$ cat config.mk
export PLATFORM = sky130hd
export DESIGN_NAME = sorted_list_insert_delete
export DESIGN_NICKNAME = d
export VERILOG_FILES = /design/src/hw/rtl/slid_pkg.sv /design/src/hw/rtl/slid_cell.sv /design/src/hw/rtl/sorted_list_insert_delete.sv
export SDC_FILE = /design/constraint.sdc
export NUM_CORES = 2
export LEC_CHECK = 0
export BUFFER_PORTS_ARGS = -buffer_cell sky130_fd_sc_hd__buf_2
export CORE_MARGIN = 3
export CORE_UTILIZATION = 65
export CTS_CLUSTER_DIAMETER = 80
export DETAILED_ROUTE_END_ITERATION = 10
export MAX_ROUTING_LAYER = met4
export PLACE_DENSITY = 0.82
export SLEW_MARGIN = 20
export SYNTH_ARGS = -nofsm -noshare
export SYNTH_HDL_FRONTEND = slang
export SYNTH_SLANG_ARGS = --single-unit
$ cat constraint.sdc
create_clock -name clk -period 11.6 [get_ports clk]
set_clock_uncertainty 0.05 [all_clocks]
set_input_delay 1.16 -clock clk [delete_from_list [all_inputs] [get_ports clk]]
set_output_delay 1.16 -clock clk [all_outputs]
set_load 0.02 [all_outputs]
$ cat src/hw/rtl/slid_pkg.sv
`timescale 1ns / 1ps
// ----------------------------------------------------------------------------
// slid_pkg
// Shared constants, status codes and cell control type for the sorted list.
// ----------------------------------------------------------------------------
package slid_pkg;

  localparam int CAPACITY    = 16;
  localparam int CNT_W       = $clog2(CAPACITY + 1);
  localparam int VALUE_W     = 32;
  localparam int STATUS_W    = 3;
  localparam int COUNT_OUT_W = 5;

  localparam logic MODE_INSERT = 1'b0;
  localparam logic MODE_DELETE = 1'b1;

  localparam logic [STATUS_W-1:0] ST_INSERTED  = 3'd0;
  localparam logic [STATUS_W-1:0] ST_DELETED   = 3'd1;
  localparam logic [STATUS_W-1:0] ST_NOT_FOUND = 3'd2;
  localparam logic [STATUS_W-1:0] ST_EMPTY     = 3'd3;
  localparam logic [STATUS_W-1:0] ST_FULL      = 3'd4;

  typedef struct packed {
    logic                       do_ins;
    logic                       do_del;
    logic signed [VALUE_W-1:0]  value;
  } cell_ctl_t;

endpackage

$ cat src/hw/rtl/slid_cell.sv
`timescale 1ns / 1ps
// ----------------------------------------------------------------------------
// slid_cell
// One list position: holds an entry, compares it with the broadcast word and
// takes the broadcast word or its left or right neighbor's entry on a change.
// ----------------------------------------------------------------------------
module slid_cell (
  input  logic                               clk,
  input  slid_pkg::cell_ctl_t                ctl,
  input  logic                               occ,
  input  logic                               left_ins,
  input  logic signed [slid_pkg::VALUE_W-1:0] left_data,
  input  logic signed [slid_pkg::VALUE_W-1:0] right_data,
  output logic signed [slid_pkg::VALUE_W-1:0] data_r,
  output logic                               ins_here,
  output logic                               eq
);
  import slid_pkg::*;

  logic signed [VALUE_W-1:0] data_nxt;
  logic                      del_here;

  assign ins_here = !occ || (ctl.value < data_r);
  assign del_here = occ && !(data_r < ctl.value);
  assign eq       = occ && (data_r == ctl.value);

  always_comb begin
    data_nxt = data_r;
    if (ctl.do_ins) begin
      if (left_ins) begin
        data_nxt = left_data;
      end else if (ins_here) begin
        data_nxt = ctl.value;
      end
    end else if (ctl.do_del && del_here) begin
      data_nxt = right_data;
    end
  end

  always_ff @(posedge clk) begin
    data_r <= data_nxt;
  end

endmodule

$ cat src/hw/rtl/sorted_list_insert_delete.sv
`timescale 1ns / 1ps
// ----------------------------------------------------------------------------
// sorted_list_insert_delete
// Ascending list of signed words kept in a row of compare-and-shift cells.
// ----------------------------------------------------------------------------
// Takes one word per clock: busy stays low, and each accepted word gives its
// result in the next cycle on out_status and out_entry_count, marked by a
// one-cycle out_valid. All cells compare against the broadcast word in the
// same cycle and shift toward or away from the chosen position at the edge.
// Results cannot be held off; a receiver must take each one in the cycle it
// appears.
// ----------------------------------------------------------------------------
module sorted_list_insert_delete (
  input  logic                                 clk,
  input  logic                                 rst_n,
  input  logic                                 start,
  output logic                                 busy,
  input  logic                                 in_mode,
  input  logic signed [slid_pkg::VALUE_W-1:0]  in_value,
  output logic                                 out_valid,
  output logic [slid_pkg::STATUS_W-1:0]        out_status,
  output logic [slid_pkg::COUNT_OUT_W-1:0]     out_entry_count
);
  import slid_pkg::*;

  logic                      accept;
  logic                      full;
  logic                      empty;
  logic                      found;
  cell_ctl_t                 ctl;
  logic [CNT_W-1:0]          count_r;
  logic [CNT_W-1:0]          count_nxt;
  logic [STATUS_W-1:0]       status_r;
  logic [STATUS_W-1:0]       status_nxt;
  logic                      valid_r;
  logic [CAPACITY-1:0]       occ;
  logic [CAPACITY-1:0]       ins_here;
  logic [CAPACITY-1:0]       eq;
  logic signed [VALUE_W-1:0] cell_data [CAPACITY];

  assign busy   = 1'b0;
  assign accept = start && !busy;
  assign full   = (count_r == CNT_W'(CAPACITY));
  assign empty  = (count_r == '0);
  assign found  = |eq;

  assign ctl.do_ins = accept && (in_mode == MODE_INSERT) && !full;
  assign ctl.do_del = accept && (in_mode == MODE_DELETE) && found;
  assign ctl.value  = in_value;

  for (genvar k = 0; k < CAPACITY; k++) begin : g_cell
    logic                      left_ins;
    logic signed [VALUE_W-1:0] left_data;
    logic signed [VALUE_W-1:0] right_data;

    assign occ[k] = (CNT_W'(k) < count_r);

    if (k == 0) begin : g_first
      assign left_ins  = 1'b0;
      assign left_data = '0;
    end else begin : g_mid
      assign left_ins  = ins_here[k-1];
      assign left_data = cell_data[k-1];
    end

    if (k == CAPACITY - 1) begin : g_last
      assign right_data = cell_data[k];
    end else begin : g_inner
      assign right_data = cell_data[k+1];
    end

    slid_cell u_cell (
      .clk        (clk),
      .ctl        (ctl),
      .occ        (occ[k]),
      .left_ins   (left_ins),
      .left_data  (left_data),
      .right_data (right_data),
      .data_r     (cell_data[k]),
      .ins_here   (ins_here[k]),
      .eq         (eq[k])
    );
  end

  always_comb begin
    count_nxt  = count_r;
    status_nxt = status_r;
    if (accept) begin
      if (in_mode == MODE_INSERT) begin
        if (full) begin
          status_nxt = ST_FULL;
        end else begin
          status_nxt = ST_INSERTED;
          count_nxt  = count_r + CNT_W'(1);
        end
      end else if (empty) begin
        status_nxt = ST_EMPTY;
      end else if (found) begin
        status_nxt = ST_DELETED;
        count_nxt  = count_r - CNT_W'(1);
      end else begin
        status_nxt = ST_NOT_FOUND;
      end
    end
  end

  always_ff @(posedge clk) begin
    if (!rst_n) begin
      count_r <= '0;
      valid_r <= 1'b0;
    end else begin
      count_r <= count_nxt;
      valid_r <= accept;
    end
  end

  always_ff @(posedge clk) begin
    status_r <= status_nxt;
  end

  assign out_valid       = valid_r;
  assign out_status      = status_r;
  assign out_entry_count = COUNT_OUT_W'(count_r);

endmodule

# Word level (Yosys, flattened, before mapping)
# Cells that the tools add are included.
# totals
register_bits	521
wordCells	306
input_bits	36
out_inout_bits	10
# classes
add_sub_neg	2
n_lt_le_gt_ge	47
bitwise_logic	1
eq_ne	35
n_mux	69
n_reduce_logical	133
# ops
operator	n
2-to-1 mux 32 bit	61
less-than comparator 32 bit	31
== test 32 bit	16
logical AND 1 bit	50
!= test 3 x 1 -> 1 bit (second input constant)	14
less-than comparator 4 x 5 -> 1 bit (first input constant)	8
zero test 1 bit	32
AND reduction 2 bit	16
nonzero test 2 bit	16
less-than comparator 3 x 5 -> 1 bit (first input constant)	4
2-to-1 mux 5 bit	4
logical OR 1 bit	16
OR reduction 16 bit	1
less-than comparator 1 x 5 -> 1 bit (first input constant)	2
less-than comparator 2 x 5 -> 1 bit (first input constant)	2
2-to-1 mux 3 bit	2
adder 5 x 1 -> 5 bit (second input constant)	1
== test 5 bit (second input constant)	1
zero test 5 bit	1
subtractor 5 x 1 -> 5 bit (second input constant)	1
2-to-1 mux 2 bit	2
!= test 2 x 1 -> 1 bit (second input constant)	2
!= test 2 bit (second input constant)	2
AND reduction 4 bit	1
NOT 1 bit	1

# Depth between registers and ports, before layout
# depth
word_depth	7
ltp_mapped	12
ltp_nobuf	10

# Modules after synthesis
# Synthesis repeated with hierarchy kept, for this count alone.
# hier_totals
hier_cells	4366
area_unflattened_um2	41438.5
# modules_own_cells
module	area_each_um2	seq_area_each_um2	cells_per_inst	instances
slid_cell (g_cell[0].u_cell ...)	2543.7	960.9	267	15
slid_cell (g_cell[15].u_cell)	2497.4	960.9	264	1
sorted_list_insert_delete	785.8	210.2	97	1

# Least setup slack after synthesis
# No wires, ideal clock.
# synth_timing
path_type	input port to flip-flop
start	in in_value[31] (netlist name)
end	reg g_cell[14].u_cell.data_r[0] (netlist name), enable pin
stages	9
slack_ns	5.624
required_ns	11.080
arrival_ns	5.456
n_path_buf	1
setup_time_ns	0.470
cell_sequence	ha_1 -> nand4_2 -> or4_4 -> nand2b_4 -> o2111ai_4 -> nor4_4 -> or2_1 -> buf_2 -> o31ai_1
# synth_between
elab_chain_len	7
word_cells_on_any_way	45
cone_classes	order compare (3); eq/ne (17); reduce/logical (25)
# synth_lines
item	line	text
start: declaration	sorted_list_insert_delete.sv:19	input logic signed [slid_pkg::VALUE_W-1:0] in_value,
branches (longest 6 deep; another with less-than comparator 32 bit)	-	
AND reduction 2 bit (no source line) (*)	-	
end signal: assignment	slid_cell.sv:41	data_r <= data_nxt;
end: declaration	slid_cell.sv:14	output logic signed [slid_pkg::VALUE_W-1:0] data_r,
# Every way passes the cells marked *.
# A chain may end at the register's enable or synchronous reset.

# Worst setup path after layout
# layout_timing
start	in in_value[7] (netlist name)
end	reg g_cell[1].u_cell.data_r[26] (netlist name), enable pin
# layout_between
elab_chain_len	7
word_cells_on_any_way	45
cone_classes	order compare (3); eq/ne (17); reduce/logical (25)
# layout_lines
item	line
branches (longest 6 deep; another with less-than comparator 32 bit)	-
AND reduction 2 bit (no source line) (*)	-
end signal: assignment	slid_cell.sv:41
end: declaration	slid_cell.sv:14
# Marks and branches as above.

==> summary.md <==
| Metric | Value |
|---|---|
| Setup Buffers After CTS | `0` |
| Post-Synthesis Cells | `around 4000` |
| Pin count of the biggest net entering global routing | `between 200 and 250` |
| Met2 Use GR | `0.487` |
| Share of cells above drive strength 1 | `0.0583` |
| Die height | `249 um` |
| Initial antenna violation count | `0` |
| Clock-pin slew on the worst setup and hold paths | `0.06 ns` |
| CP Class | `in -> reg` |
| EDFF count, synth | `about 500` |
| Die area | `roughly 62000 um^2` |
| Hold Crit Class | `reg -> reg` |
| Vias in the first global route | `29600` |
| RSZ-0062 raised after global routing | `false` |
| Placed cell area | `about 39000 um^2` |
| Design area | `41100 um^2` |
| Avg Vias per Cell | `6.78` |
| GRT met1 Usage | `0.442` |
| # setup viols final | `0` |
| Status | `finished, final reports clean` |
| Worst path required time | `around 12 ns` |
| Max Clk Rate | `approximately 190 MHz` |
| Total GRT Usage | `0.320` |
| TritonCTS Buffers | `58` |
| Relative slew margins | `0.205` |
| Die span in x | `249 um` |
| Max Slew Vio Count | `0` |
| Final WS setup | `about 6.2 ns` |
| Peak supply drop | `roughly 110 uV` |
| Area Overhead vs Synth | `6.93%` |
| DRC | `0` |
| Sequential share of the synthesized area | `0.405` |
| GR peak layer | `met2` |
| Setup TNS | `0 ns` |
| Dominant synthesized flop cell | `edfxtp_1` |
| Root Driver | `clkbuf_16` |
| Final WL | `roughly 100 mm` |
| Buffers added on ports | `between 40 and 50` |
| Critical Path Source Type | `input pin` |
| CTS Sinks | `~520` |
| Fin crit share | `0.462` |
| Cts hold-fix bufs | `0` |
| Pleak | `between 15 and 20 nW` |
| # rows | `between 80 and 90` |
| Crit Path Max Fanout | `65` |
| Io pins | `46` |
| Total grt overflow | `0` |
| N_diodes | `0` |
| Fraction of registers with async set/reset | `0` |
| Routed wire length per instance | `21.1 um` |
| Min Hold Slack | `0.525 ns` |
| Post-DRT Antenna Nets | `0` |
| Arr. time, crit path | `~5.6 ns` |
| H-tree depth | `2` |
| Met3 Track Usage GR | `0.0410` |
| Synth Net Count | `about 4600` |
| CP endpoint kind | `flop` |
| Post-Synthesis Cell Area | `about 38000 um^2` |
| First-pass GRT wire length | `around 160 mm` |
| Distinct cell type count of the synthesized netlist | `roughly 80` |
| Pwr dens | `120 nW/um^2` |
| FF+latch count, synth | `521` |
| Final GP Congestion | `approximately 0.94` |
| Placement Setup Slack | `approximately 5.2 ns` |
| DR vias | `between 30000 and 40000` |
| Final min period | `about 5.4 ns` |
| Total power | `between 4 and 5 mW` |
| HPWL after detailed placement | `about 74 mm` |
| Max-Cap Viols | `0` |
| Insertion delay to the later sink of the worst-skew pair | `~0.63 ns` |
| Post_cts resized | `0` |
| Worst-margin pin slew | `1.19 ns` |
| Starting DRT DRC Count | `approximately 3700` |
| Final #Nets | `between 4000 and 5000` |
| Max clock buf depth | `3` |
| Initial Utilization | `0.661` |
| First drt pass iteration count | `6` |
| YS warnings | `0` |
| CTS tree | `built` |
| Final Hold Fails | `0` |
| Avg Cell Area, Syn | `~9.5 um^2` |
| R2r worst-path depth | `10` |
| Core ar. | `between 50000 and 60000 um^2` |
| Worst Hold Depth | `2` |
stage by stage:
stage / instances / utilization
floorplan: 4058 / -
global placement: 4657 / 0.674
detailed placement: 4657 / 0.674
CTS: 4762 / 0.706
global route: 4765 / 0.707
finish: 4765 / 0.707
logic make-up after synthesis:
kind of cell	synth area share
fa+ha+maj	0.168
buf+inv	0.0771
mux	0.0126
simple gates	0.151
compound gates	0.185
flops	0.405
xor+xnor	0.000683
other cells	0.0000975
final timing paths:
path                                    start                            to  slack [ns]
setup reg to reg           out_entry_count[1]  g_cell[14].u_cell.data_r[16]        6.45
hold reg to reg   g_cell[7].u_cell.data_r[25]   g_cell[8].u_cell.data_r[25]        0.52
setup / recovery                  in_value[7]   g_cell[1].u_cell.data_r[26]        6.24
hold / removal    g_cell[7].u_cell.data_r[25]   g_cell[8].u_cell.data_r[25]        0.52
layout by cell type (no fill, tap or decap), types with 10 or more instances in the layout:
cell       count
nand3_1      440
o211ai_1      26
clkbuf_8      13
buf_2         44
nor2_1        99
a221oi_1      15
ha_1         516
buf_4         55
o21ai_0      132
clkbuf_1      15
o21ai_1       11
nor3_1        23
or4_1         10
a21oi_1      242
nor2b_1       22
inv_1        507
a211oi_1      13
nand2b_1      14
o221ai_1     403
a31oi_1       11
o21a_1        11
mux2i_1       45
a21o_1        48
edfxtp_1     515
nand2_1      384
nand4_1      125
clkbuf_16     59
nor4_1        21
report_power, final:
group          switching (mW)  leakage, nW  internal, mW  total (mW)
clock network           0.768        0.903          1.03        1.80
registers              0.0476         4.82          2.20        2.25
logic                   0.586         11.0         0.306       0.892
state kept, by name, indices dropped and copies added (netlist names):
signal / flops
out_valid: 1
out_status: 3
out_entry_count: 5
g_cell.u_cell.data_r: 512
worst max-delay path, stage by stage:
cell and delay (ns):
buf_2 0.47, ha_1 0.37, a21oi_1 0.15, o21ai_0 0.19
a221o_1 0.37, o31ai_1 0.42, nor3b_1 0.58, mux2i_4 0.32
buf_4 0.58, o2bb2ai_1 0.15, a22oi_2 0.49, buf_4 0.34
synth_stat cells, types with 11 or more instances:
| cell | instances | area [um^2] |
|---|---|---|
| nand4_1 | 125 | 782 |
| ha_1 | 516 | 6460 |
| clkbuf_1 | 197 | 739 |
| nor3_1 | 24 | 120 |
| a21oi_1 | 245 | 1230 |
| o21a_1 | 11 | 82.6 |
| nand2b_1 | 15 | 93.8 |
| o21ai_1 | 12 | 60.1 |
| nor2b_1 | 22 | 138 |
| nand2_1 | 388 | 1460 |
| a21o_1 | 48 | 360 |
| a221oi_1 | 15 | 131 |
| inv_1 | 507 | 1900 |
| nor4_1 | 21 | 131 |
| edfxtp_1 | 515 | 15500 |
| o221ai_1 | 403 | 3530 |
| mux2i_1 | 46 | 460 |
| a211oi_1 | 13 | 97.6 |
| o211ai_1 | 26 | 195 |
| o21ai_0 | 132 | 661 |
| buf_2 | 38 | 190 |
| nand3_1 | 440 | 2200 |
| nor2_1 | 105 | 394 |
| buf_1 | 31 | 116 |
| a31oi_1 | 12 | 75.1 |
per-layer routing:
| metal | vias to the layer above | wire length, um |
|---|---|---|
| met4 | 0 | 4030 |
| met1 | 15200 | 42500 |
| li1 | 15200 | - |
| met2 | 1612 | 45500 |
| met3 | 250 | 8300 |
| met5 | - | 0 |
area by class of cell:
type                    count  area [um^2]
fillers                  4362        17000
clock buffers              87         1710
repair buffers            105          754
flip-flops and latches    521        15600
clock inverters            18          114
multi-input cells        2762        20100
well taps                 765          957
inverters                 507         1900
No activity file was read; power rests on OpenSTA's default activity.
